==> src/design/nlf_pkg.sv <==
`timescale 1ns / 1ps
// ----------------------------------------------------------------------------
// nlf_pkg
// Shared constants, codes and handshake types of the nonlinear ladder filter.
// ----------------------------------------------------------------------------
package nlf_pkg;

    localparam int SAMPLE_WIDTH_DEF     = 16;
    localparam int STATE_WIDTH_DEF      = 24;
    localparam int TANH_TABLE_DEPTH_DEF = 1024;

    // Coefficient registers and the digit-serial multiplier.
    localparam int COEF_W  = 16;
    localparam int DIGIT_W = 4;
    localparam int MODE_W  = 2;
    localparam int CFG_IDX_W = 2;

    localparam logic [COEF_W-1:0] CUTOFF_RESET   = 16'd8041;
    localparam logic [COEF_W-1:0] FEEDBACK_RESET = 16'd0;

    typedef enum logic [CFG_IDX_W-1:0] {
        CFG_CUTOFF   = 2'd0,
        CFG_FEEDBACK = 2'd1,
        CFG_MODE     = 2'd2,
        CFG_SPARE    = 2'd3
    } cfg_index_t;

    typedef enum logic [MODE_W-1:0] {
        MODE_LP24 = 2'd0,
        MODE_LP12 = 2'd1,
        MODE_BP   = 2'd2,
        MODE_HP   = 2'd3
    } filter_mode_t;

    typedef struct packed {
        logic start;
    } mul_ctl_t;

    typedef struct packed {
        logic busy;
        logic done;
    } mul_sts_t;

endpackage

==> src/design/nlf_serial_mul.sv <==
`timescale 1ns / 1ps
// ----------------------------------------------------------------------------
// nlf_serial_mul
// Digit-serial signed by unsigned multiplier, one coefficient digit a cycle.
// ----------------------------------------------------------------------------
module nlf_serial_mul #(
    parameter int A_WIDTH = nlf_pkg::STATE_WIDTH_DEF + 1
) (
    input  logic                                  aclk,
    input  logic                                  aresetn,
    input  nlf_pkg::mul_ctl_t                     ctl,
    input  logic signed [A_WIDTH-1:0]             a,
    input  logic [nlf_pkg::COEF_W-1:0]            b,
    output nlf_pkg::mul_sts_t                     sts,
    output logic signed [A_WIDTH+nlf_pkg::COEF_W:0] product
);

    localparam int PW     = A_WIDTH + nlf_pkg::COEF_W + 1;
    localparam int NDIG   = nlf_pkg::COEF_W / nlf_pkg::DIGIT_W;
    localparam int CNT_W  = $clog2(NDIG);
    localparam int DW     = nlf_pkg::DIGIT_W;

    logic signed [PW-1:0]              a_reg;
    logic [nlf_pkg::COEF_W-1:0]        b_reg;
    logic signed [PW-1:0]              acc_reg;
    logic [CNT_W-1:0]                  cnt_reg;
    logic                              busy_reg;
    logic                              done_reg;
    logic signed [PW-1:0]              partial;

    assign partial = PW'(a_reg * $signed({1'b0, b_reg[DW-1:0]}));

    always_ff @(posedge aclk) begin
        if (!aresetn) begin
            busy_reg <= 1'b0;
            done_reg <= 1'b0;
            cnt_reg  <= '0;
        end else begin
            done_reg <= 1'b0;
            if (ctl.start) begin
                busy_reg <= 1'b1;
                cnt_reg  <= '0;
            end else if (busy_reg) begin
                cnt_reg <= cnt_reg + CNT_W'(1);
                if (cnt_reg == CNT_W'(NDIG - 1)) begin
                    busy_reg <= 1'b0;
                    done_reg <= 1'b1;
                end
            end
        end
    end

    always_ff @(posedge aclk) begin
        if (ctl.start) begin
            a_reg   <= PW'(a);
            b_reg   <= b;
            acc_reg <= '0;
        end else if (busy_reg) begin
            acc_reg <= acc_reg + partial;
            a_reg   <= a_reg <<< DW;
            b_reg   <= b_reg >> DW;
        end
    end

    assign sts.busy = busy_reg;
    assign sts.done = done_reg;
    assign product  = acc_reg;

endmodule

==> config.mk <==
export PLATFORM = sky130hd
export DESIGN_NAME = nlf_serial_mul
export DESIGN_NICKNAME = d
export VERILOG_FILES = /design/src/design/nlf_pkg.sv /design/src/design/nlf_serial_mul.sv
export SDC_FILE = /design/constraint.sdc
export NUM_CORES = 1
export LEC_CHECK = 0
export ABC_AREA = 1
export BUFFER_PORTS_ARGS = -buffer_cell sky130_fd_sc_hd__buf_2
export CAP_MARGIN = 20
export CELL_PAD_IN_SITES_DETAIL_PLACEMENT = 0
export CELL_PAD_IN_SITES_GLOBAL_PLACEMENT = 2
export CORE_MARGIN = 10
export CORE_UTILIZATION = 30
export CTS_BUF_LIST = sky130_fd_sc_hd__clkbuf_8
export DETAILED_ROUTE_END_ITERATION = 7
export HOLD_SLACK_MARGIN = 0.03
export PLACE_DENSITY_LB_ADDON = 0.3
export SYNTH_ARGS = -nofsm -noshare
export SYNTH_HDL_FRONTEND = slang
export SYNTH_SLANG_ARGS = --single-unit
==> constraint.sdc <==
create_clock -name aclk -period 7.49 [get_ports aclk]
set_input_delay 2.247 -clock aclk [delete_from_list [all_inputs] [get_ports aclk]]
set_output_delay 2.247 -clock aclk [all_outputs]
set_load 0.03 [all_outputs]
==> results.py, run 1 <==
metrics = {
    "status": {
        "status": "finished, final reports clean",
    },
    "yosys": {
        "synth_top_area_cell": "fa_1",
        "synth_top_cell_area_share": 0.198,
        "synth_area_um2": 11800,
        "async_flop_share": 0,
        "synth_nets": 1940,
        "ys_seq_area_frac": 0.227,
        "avgSynthCellArea_um2": 6.93,
        "yosysWarnings": 0,
        "ys_top_cells_by_area": "fa_1 20%, nand2_1 19%, edfxtp_1 15%, inv_1 14%, ha_1 8.8%",
        "yosysUniqueCellTypes": 36,
        "synth_commonest_cells": "594 x nand2_1, 452 x inv_1, 116 x fa_1",
        "synth-edff-count": 58,
        "synth-seq-cells": 104,
        "syn_inst": 1697,
        "yosysMostFrequentCell": "nand2_1",
        "synth_flop_cell": "edfxtp_1",
    },
    "drt": {
        "dr.pass1.iters": 5,
        "antenna_left": 0,
        "post_drt_wl_per_cell_um": 16.4,
        "num_vias": 9910,
        "route.detailed.drc": 0,
        "drt_iter0_drc": 555,
        "viasPerCell": 4.34,
        "totalWireLength_um": 37600,
    },
    "die": {
        "die_x_um": 218,
        "pin_count": 88,
        "die_y_um": 218,
        "core_um2": 38700,
        "start_util": 0.303,
        "rows": 72,
        "dieArea_um2": 47500,
    },
    "worst_setup_path": {
        "cp-startpoint": "b_reg[1]$_DFFE_PP_",
        "cp_max_fo": 18,
        "r2r_setup_slack_ps": 2760,
        "cp-end-kind": "flop",
        "crit_path_cell_trace": "buf_4 > nand2_1 > fa_1 > inv_1 > fa_1 > inv_1 > fa_1 > inv_1 > ha_1 > nand2_2 > nor2_2 > nand2_1 > clkinv_1 > nand4_1 > nand3_1 > nor2_1 > o21ai_0 > nand2_1 > inv_1",
        "critPathBufInv": 6,
        "rr_worst_depth": 19,
        "crit_path_start_kind": "flop",
        "cp.required_ps": 7870,
        "cp_top_family": "adder cells",
        "cp_num_cells": 19,
        "crit_arrival_ps": 5120,
        "crit_end": "product[19]$_SDFFE_PP0P_",
        "path_class": "reg2reg",
        "r2r-end": "product[19]$_SDFFE_PP0P_",
        "r2r_start": "b_reg[1]$_DFFE_PP_",
        "crit_path_max_incr_delay_ps": 760,
        "cp_slowest_cell": "edfxtp_1",
        "crit_top_cell": "inv_1",
    },
    "cts": {
        "cts_setup_buffers": 0,
        "clk_latency_ps": 450,
        "cts-buffers-inserted": 9,
        "cts_resized": 0,
        "tritoncts": "yes",
        "cts_root_buf": "clkbuf_8",
        "cts.sinks": 104,
        "cts_max_level": 3,
        "hold_buffers": 0,
        "clock_path_buffers": 2,
        "path_clk_slew_ps": 120,
    },
    "sta": {
        "hold_viol_final": 0,
        "fin_tns_setup_ps": 0,
        "tightest_slew_ps": 956,
        "fin_ws_ps": 2760,
        "rsz0062_at_grt": "false",
        "max_freq_mhz": 211,
        "setup_viol": 0,
        "fin_skew_ps": 30.8,
        "slew_viol_final": 0,
        "timing.final.crit_share": 0.632,
        "max_slew_margin": 0.363,
        "period_minus_slack_ps": 4730,
        "whs_ps": 494,
    },
    "layout": {
        "drive_gt1_frac": 0.0911,
        "design_area_um2": 13000,
        "n_antenna_cell": 0,
        "syn_to_final_growth_pct": 10.2,
        "fin_nets": 2006,
    },
    "global_route": {
        "grt_pass1_vias": 10468,
        "grt_max_degree": 47,
        "grt_overflow": 0,
        "antenna_found_initial": 1,
        "grt_pass1_wl_um": 60600,
        "track_usage": 0.165,
    },
    "power_and_ir_drop": {
        "powerDensity_nw_per_um2": 357,
        "finalPower_mw": 4.63,
        "p_leak_nw": 7.72,
        "ir_drop_mv": 0.117,
    },
    "run": {
        "cap_violations": 0,
    },
    "place": {
        "port_buffers": 87,
        "placed_cell_area_um2": 12700,
        "dp_hpwl_um": 30300,
        "post-place-ws_ps": 2640,
        "gp_congestion": 0.893,
    },
    "hold_path": {
        "hp-class": "reg2reg",
    },
}
-- worst min path at each step --
stage	from	to	slack (ps)	cells after the start
after floorplan	cnt_reg[1]$_SDFFE_PP0P_	cnt_reg[1]$_SDFFE_PP0P_	440	2
after global placement	cnt_reg[1]$_SDFFE_PP0P_	cnt_reg[1]$_SDFFE_PP0P_	460	2
after detailed placement	cnt_reg[1]$_SDFFE_PP0P_	cnt_reg[1]$_SDFFE_PP0P_	470	2
after CTS	cnt_reg[1]$_SDFFE_PP0P_	cnt_reg[1]$_SDFFE_PP0P_	490	2
after global routing	cnt_reg[1]$_SDFFE_PP0P_	cnt_reg[1]$_SDFFE_PP0P_	500	2
final	cnt_reg[1]$_SDFFE_PP0P_	cnt_reg[1]$_SDFFE_PP0P_	490	2
-- worst min-delay path: cells and delay by family, from the launching register on --
family             cells  cell delay, ps
DFF                    1             340
AOI/OAI and AO/OA      1              60
and+or+nand+nor        1              70
-- layout by cell type (no fill, tap or decap), types with 9 or more instances in the layout --
master    synthesis  final
nand2_1         594    594
inv_1           452    451
fa_1            116    116
nor2_1           89     89
buf_2             4     87
ha_1             83     83
edfxtp_1         58     58
a21oi_1          51     51
dfxtp_1          46     45
nand3_1          43     43
o21ai_0          27     27
nand2_2          17     17
nor2_2           12     12
clkbuf_8          0      9
buf_4             2      9
-- report_power, final --
group	total, mW	switching (mW)	internal [mW]
logic	3.40	2.29	1.11
registers	0.821	0.114	0.707
clock network	0.405	0.272	0.132
-- layer usage --
layer / up-vias / part of all wire / global-route usage
met2: 150 / 0.44 / 0.259
met1: 4661 / 0.51 / 0.232
met3: 21 / 0.036 / 0.0241
li1: 5076 / - / -
met5: - / 0.00035 / 0
met4: 2 / 0.011 / 0.0386
-- final cells by class --
type	count	area [um^2]
Clock buffer	9	124
Clock inverter	7	68.8
Fill cell	4342	25800
Inverter	455	1710
Multi-Input combinational cell	1096	7210
Sequential cell	104	2660
Tap cell	518	648
Timing Repair Buffer	97	531
-- cells by family (layout without fill, tap and decap cells) --
kind of cell | after synthesis | count (layout) | share of synthesized area
and+or+nand+nor | 773 | 773 | 0.265
adders and majority gates | 199 | 199 | 0.286
buffers and inverters | 497 | 568 | 0.160
DFF | 104 | 104 | 0.227
xor gates and xnor gates | 13 | 13 | 0.00969
AOI/OAI and AO/OA | 111 | 111 | 0.0533
-- stage by stage --
| stage | cells | util |
|---|---|---|
| after floorplan | 1697 | - |
| after global placement | 2269 | 0.329 |
| after detailed placement | 2269 | 0.329 |
| after CTS | 2285 | 0.334 |
| after global routing | 2286 | 0.334 |
| final | 2286 | 0.334 |
Note: power is estimated with default switching activity, not from simulation.
==> run 2, diff against run 1 <==
==> constraint.sdc (replaced) <==
create_clock -name aclk -period 4.3 [get_ports aclk]
set_input_delay 1.29 -clock aclk [delete_from_list [all_inputs] [get_ports aclk]]
set_output_delay 1.29 -clock aclk [all_outputs]
set_load 0.03 [all_outputs]
==> run 2 against run 1 <==
Sequential power grew 71%; highest routed layer unchanged; combinational power grew 90%; flip-flop and latch count is the same; die area is the same; clock power grew 61%; worst setup slack lost 2600 ps; utilization grew 1.3 points; clock-buffer cell count is the same; largest cell class unchanged.
==> results.py, run 2 (synthesis results as in run 1) <==
metrics = {
    "cts": {
        "tritoncts": "yes",
        "clk_latency_ps": 440,
        "cts.sinks": 104,
        "path_clk_slew_ps": 130,
        "cts_root_buf": "clkbuf_8",
        "cts-buffers-inserted": 9,
        "clock_path_buffers": 2,
        "hold_buffers": 0,
        "cts_max_level": 3,
    },
    "place": {
        "place_inst": 2286,
        "port_buffers": 87,
        "gp_congestion": 0.841,
        "dp_hpwl_um": 29300,
    },
    "layout": {
        "mostFrequentLayoutCell": "nand2_1",
        "fin_nets": 2027,
        "syn_to_final_growth_pct": 14.4,
        "layout_common_cells": "580 x nand2_1, 453 x inv_1, 116 x fa_1",
        "final_core_util": 0.347,
        "final_cell_count_no_fill": 2308,
        "drive_gt1_frac": 0.129,
    },
    "drt": {
        "route.detailed.drc": 0,
        "post_drt_wl_per_cell_um": 15.8,
        "dr.pass1.iters": 5,
        "drt_iter0_drc": 437,
        "totalWireLength_um": 36500,
        "antenna_left": 0,
        "num_vias": 10012,
        "viasPerCell": 4.34,
    },
    "die": {
        "core_um2": 38700,
        "start_util": 0.303,
        "pin_count": 88,
        "die_y_um": 218,
        "die_x_um": 218,
        "rows": 72,
        "dieArea_um2": 47500,
    },
    "power_and_ir_drop": {
        "ir_drop_mv": 0.226,
        "p_leak_nw": 7.86,
        "powerDensity_nw_per_um2": 633,
    },
    "worst_setup_path": {
        "crit_arrival_ps": 4460,
        "crit_path_max_incr_delay_ps": 540,
        "crit_path_cell_trace": "buf_4 > buf_12 > nand2_1 > fa_1 > inv_1 > fa_1 > inv_1 > fa_1 > inv_1 > ha_2 > nand2_2 > nor2_4 > nand2_1 > nor2_1 > nand2_1 > nand3_4 > nand2_2 > nand3_1 > nand2_1 > nor2_2 > nor2_1",
        "cp_top_family": "adder cells",
        "cp-end-kind": "flop",
        "path_class": "reg2reg",
        "cp_max_fo": 23,
        "crit_path_start_kind": "flop",
        "r2r_start": "b_reg[0]$_DFFE_PP_",
        "critPathBufInv": 5,
        "rr_worst_depth": 21,
        "cp_num_cells": 21,
        "cp-startpoint": "b_reg[0]$_DFFE_PP_",
        "cp.required_ps": 4660,
        "cp_slowest_cell": "fa_1",
        "crit_top_cell": "nand2_1",
    },
    "global_route": {
        "grt_pass1_vias": 10588,
        "track_usage": 0.158,
        "grt_pass1_wl_um": 58900,
        "antenna_found_initial": 2,
        "grt_max_degree": 46,
        "grt_overflow": 0,
    },
    "run": {
        "cap_violations": 0,
    },
    "hold_path": {
        "hold_depth": 2,
        "min_from": "cnt_reg[1]$_SDFFE_PP0P_",
        "hp-class": "reg2reg",
    },
    "sta": {
        "hold_viol_final": 0,
        "period_minus_slack_ps": 4100,
        "tightest_slew_ps": 939,
        "timing.final.crit_share": 0.954,
        "fin_skew_ps": 22.0,
        "max_freq_mhz": 244,
        "max_slew_margin": 0.372,
        "setup_viol": 0,
        "slew_viol_final": 0,
    },
    "status": {
        "status": "finished, final reports clean",
    },
}
## run 2: final timing paths
kind / endpoint / slack, ps
setup / recovery: product[38]$_SDFFE_PP0P_ / 200
hold / removal: cnt_reg[1]$_SDFFE_PP0P_ / 490
setup reg to reg: product[38]$_SDFFE_PP0P_ / 200
hold reg to reg: cnt_reg[1]$_SDFFE_PP0P_ / 490
## run 2: per-stage QoR
stage	total power, mW	hold WS (ps)	worst slack, ps	cell area (um^2)	setup TNS (ps)
after floorplan	5.70	442	449	11800	0
after global placement	7.44	458	-97.2	12900	-97.2
final	8.51	495	197	13500	0
after global routing	9.52	517	-25.4	13500	-42.6
after detailed placement	7.44	481	-90.7	12900	-109
after CTS	8.16	498	32.2	13100	0
## run 2: area by class of cell
| cell class | instances | area, um^2 |
|---|---|---|
| clock inverter | 7 | 50.0 |
| clock buffer | 9 | 124 |
| tap | 518 | 648 |
| sequential | 104 | 2660 |
| inverter | 455 | 1710 |
| timing repair buffer | 118 | 768 |
| fill | 4363 | 25300 |
| antenna | 1 | 2.50 |
| multi-input combinational | 1096 | 7490 |
## run 2: worst register-to-register path, delay by kind of cell (launching register included)
kind          cells  cell delay, ps
fa+ha+maj         4            1920
buf+inv           5             460
flops             1             390
simple gates     12            1270
## run 2: repair_timing
action                     in CTS  in global routing
gates cloned                    0                  1
pin swaps                       0                  8
setup buffers                   0                  4
setup endpoints to repair       3                 22
gates resized for setup         3                 73
## run 2: report_power, final
part / leakage [nW] / switching (mW) / internal [mW]
Clock: 0.0928 / 0.438 / 0.214
Combinational: 6.79 / 4.22 / 2.24
Sequential: 0.978 / 0.171 / 1.23
Total: 7.86 / 4.83 / 3.68
## run 2: layer usage
metal / global-route usage / wire, um
met5: 0 / 13
met4: 0.0396 / 402
met3: 0.0234 / 1230
met2: 0.255 / 16800
met1: 0.215 / 18100
==> run 3, diff against run 2 <==
--- a/config.mk
+++ b/config.mk
@@ -6,7 +6,6 @@
 export NUM_CORES = 1
 export LEC_CHECK = 0
 export ABC_AREA = 1
-export BUFFER_PORTS_ARGS = -buffer_cell sky130_fd_sc_hd__buf_2
 export CAP_MARGIN = 20
 export CELL_PAD_IN_SITES_DETAIL_PLACEMENT = 0
 export CELL_PAD_IN_SITES_GLOBAL_PLACEMENT = 2
@@ -14,6 +13,7 @@
 export CORE_UTILIZATION = 30
 export CTS_BUF_LIST = sky130_fd_sc_hd__clkbuf_8
 export DETAILED_ROUTE_END_ITERATION = 7
+export DONT_BUFFER_PORTS = 1
 export HOLD_SLACK_MARGIN = 0.03
 export PLACE_DENSITY_LB_ADDON = 0.3
 export SYNTH_ARGS = -nofsm -noshare
==> run 3 against run 2 <==
Non-clock buffer count shrank 30; utilization grew 0.38 points; register-to-register slack lost 20 ps; maximum frequency shrank 0.40%; worst setup slack lost 17 ps; critical endpoint is now product[36]$_SDFFE_PP0P_.
==> results.py, run 3 (synthesis results as in run 1) <==
metrics = {
    "die": {
        "start_util": 0.303,
        "die_x_um": 218,
        "die_y_um": 218,
        "core_um2": 38700,
        "pin_count": 88,
        "dieArea_um2": 47500,
        "rows": 72,
    },
    "sta": {
        "fin_ws_ps": 181,
        "max_freq_mhz": 243,
        "setup_viol": 0,
        "tightest_slew_ps": 764,
        "fin_skew_ps": 21.3,
        "max_slew_margin": 0.490,
        "hold_viol_final": 0,
        "rsz0062_at_grt": "true",
        "period_minus_slack_ps": 4120,
        "slew_viol_final": 0,
        "timing.final.crit_share": 0.958,
    },
    "layout": {
        "drive_gt1_frac": 0.121,
        "syn_to_final_growth_pct": 15.7,
        "fin_nets": 1997,
        "n_antenna_cell": 0,
        "design_area_um2": 13600,
        "final_cell_count_no_fill": 2277,
        "layout_common_cells": "584 x nand2_1, 451 x inv_1, 116 x fa_1",
        "mostFrequentLayoutCell": "nand2_1",
    },
    "worst_setup_path": {
        "rr_worst_depth": 20,
        "crit_top_cell": "inv_1",
        "cp_slowest_cell": "fa_1",
        "cp_top_family": "adder cells",
        "cp_max_fo": 11,
        "cp-end-kind": "flop",
        "crit_path_cell_trace": "buf_12 > clkbuf_16 > buf_4 > nand2_1 > inv_1 > fa_1 > fa_1 > inv_1 > fa_1 > inv_1 > ha_2 > nand2_1 > nor2_2 > inv_1 > o21ai_0 > nor2_1 > nand3_1 > nand2_1 > nor2_2 > nor2_1",
        "cp_num_cells": 20,
        "critPathBufInv": 7,
        "crit_arrival_ps": 4470,
        "cp.required_ps": 4650,
        "crit_path_max_incr_delay_ps": 550,
        "crit_path_start_kind": "flop",
        "path_class": "reg2reg",
    },
    "drt": {
        "post_drt_wl_per_cell_um": 16.9,
        "drt_iter0_drc": 563,
        "antenna_left": 0,
        "totalWireLength_um": 38400,
        "viasPerCell": 4.35,
        "route.detailed.drc": 0,
        "num_vias": 9895,
        "dr.pass1.iters": 5,
    },
    "global_route": {
        "antenna_found_initial": 0,
        "track_usage": 0.165,
        "grt_pass1_wl_um": 60400,
        "grt_max_degree": 65,
        "grt_pass1_vias": 10465,
        "grt_overflow": 0,
    },
    "power_and_ir_drop": {
        "finalPower_mw": 9.05,
        "powerDensity_nw_per_um2": 666,
        "ir_drop_mv": 0.239,
        "p_leak_nw": 7.78,
    },
    "hold_path": {
        "hp-class": "reg2reg",
        "hold_depth": 2,
    },
    "cts": {
        "cts_max_level": 3,
        "cts_root_buf": "clkbuf_8",
        "cts-buffers-inserted": 9,
        "cts.sinks": 104,
        "clk_latency_ps": 460,
        "path_clk_slew_ps": 130,
        "clock_path_buffers": 2,
        "tritoncts": "yes",
    },
    "place": {
        "gp_congestion": 0.867,
        "placed_cell_area_um2": 12900,
        "post-place-ws_ps": -28.4,
        "dp_hpwl_um": 30700,
        "place_inst": 2252,
        "port_buffers": 0,
    },
    "status": {
        "status": "finished, final reports clean",
    },
    "run": {
        "cap_violations": 0,
    },
}
-- run 3: path summary, 6_finish.rpt --
kind                           startpoint                        to  slack (ps)
setup reg to reg       b_reg[0]$_DFFE_PP_  product[36]$_SDFFE_PP0P_         180
setup / recovery       b_reg[0]$_DFFE_PP_  product[36]$_SDFFE_PP0P_         180
hold reg to reg   cnt_reg[1]$_SDFFE_PP0P_   cnt_reg[1]$_SDFFE_PP0P_         480
hold / removal    cnt_reg[1]$_SDFFE_PP0P_   cnt_reg[1]$_SDFFE_PP0P_         480
-- run 3: worst register-to-register path: cells and delay by family (launching register included) --
kind / cells / cell delay [ps]
AND/OR/NAND/NOR: 8 / 790
adder cells (fa/ha/maj): 4 / 1900
buffers and inverters: 7 / 700
AO/OA/AOI/OAI: 1 / 180
flip-flops: 1 / 440
-- run 3: timing repair --
item                                    in CTS  in global routing
endpoints found under the setup margin       1                 27
resized for setup                            1                 88
hold endpoints to repair                     0                  0
hold buffers                                 0                  0
pin swaps                                    0                  8
gates cloned                                 0                  3
buffers inserted                             1                  5
-- run 3: metal layers --
metal | track usage | part of all wire | wire length [um] | up-vias
met1 | 0.236 | 0.50 | 19400 | 4649
met2 | 0.251 | 0.44 | 16700 | 165
met4 | 0.0442 | 0.014 | 526 | 0
met3 | 0.0255 | 0.046 | 1780 | 18
met5 | 0 | 0 | 0 | -
li1 | - | - | - | 5063
-- run 3: area by class of cell --
| type | instances | area, um^2 |
|---|---|---|
| timing repair buffer | 88 | 787 |
| clock buffer | 9 | 124 |
| fill | 4308 | 25100 |
| tap | 518 | 648 |
| multi-input combinational | 1096 | 7600 |
| sequential | 104 | 2660 |
| clock inverter | 7 | 70.1 |
| inverter | 455 | 1710 |
-- run 3: through the flow --
step           hold slack, ps   util  TNS [ps]
5_1_grt                   508  0.351      -191
3_5_place_dp              465  0.332     -28.4
3_3_place_gp              456  0.332         0
2_1_floorplan             442      -         0
4_1_cts                   484  0.338         0
6_report                  478  0.351         0
-- run 3: power by group --
group / internal, mW / switching [mW] / total, mW
Combinational: 2.54 / 4.39 / 6.93
Sequential: 1.23 / 0.188 / 1.42
Clock: 0.229 / 0.472 / 0.702
Total: 4.00 / 5.05 / 9.05
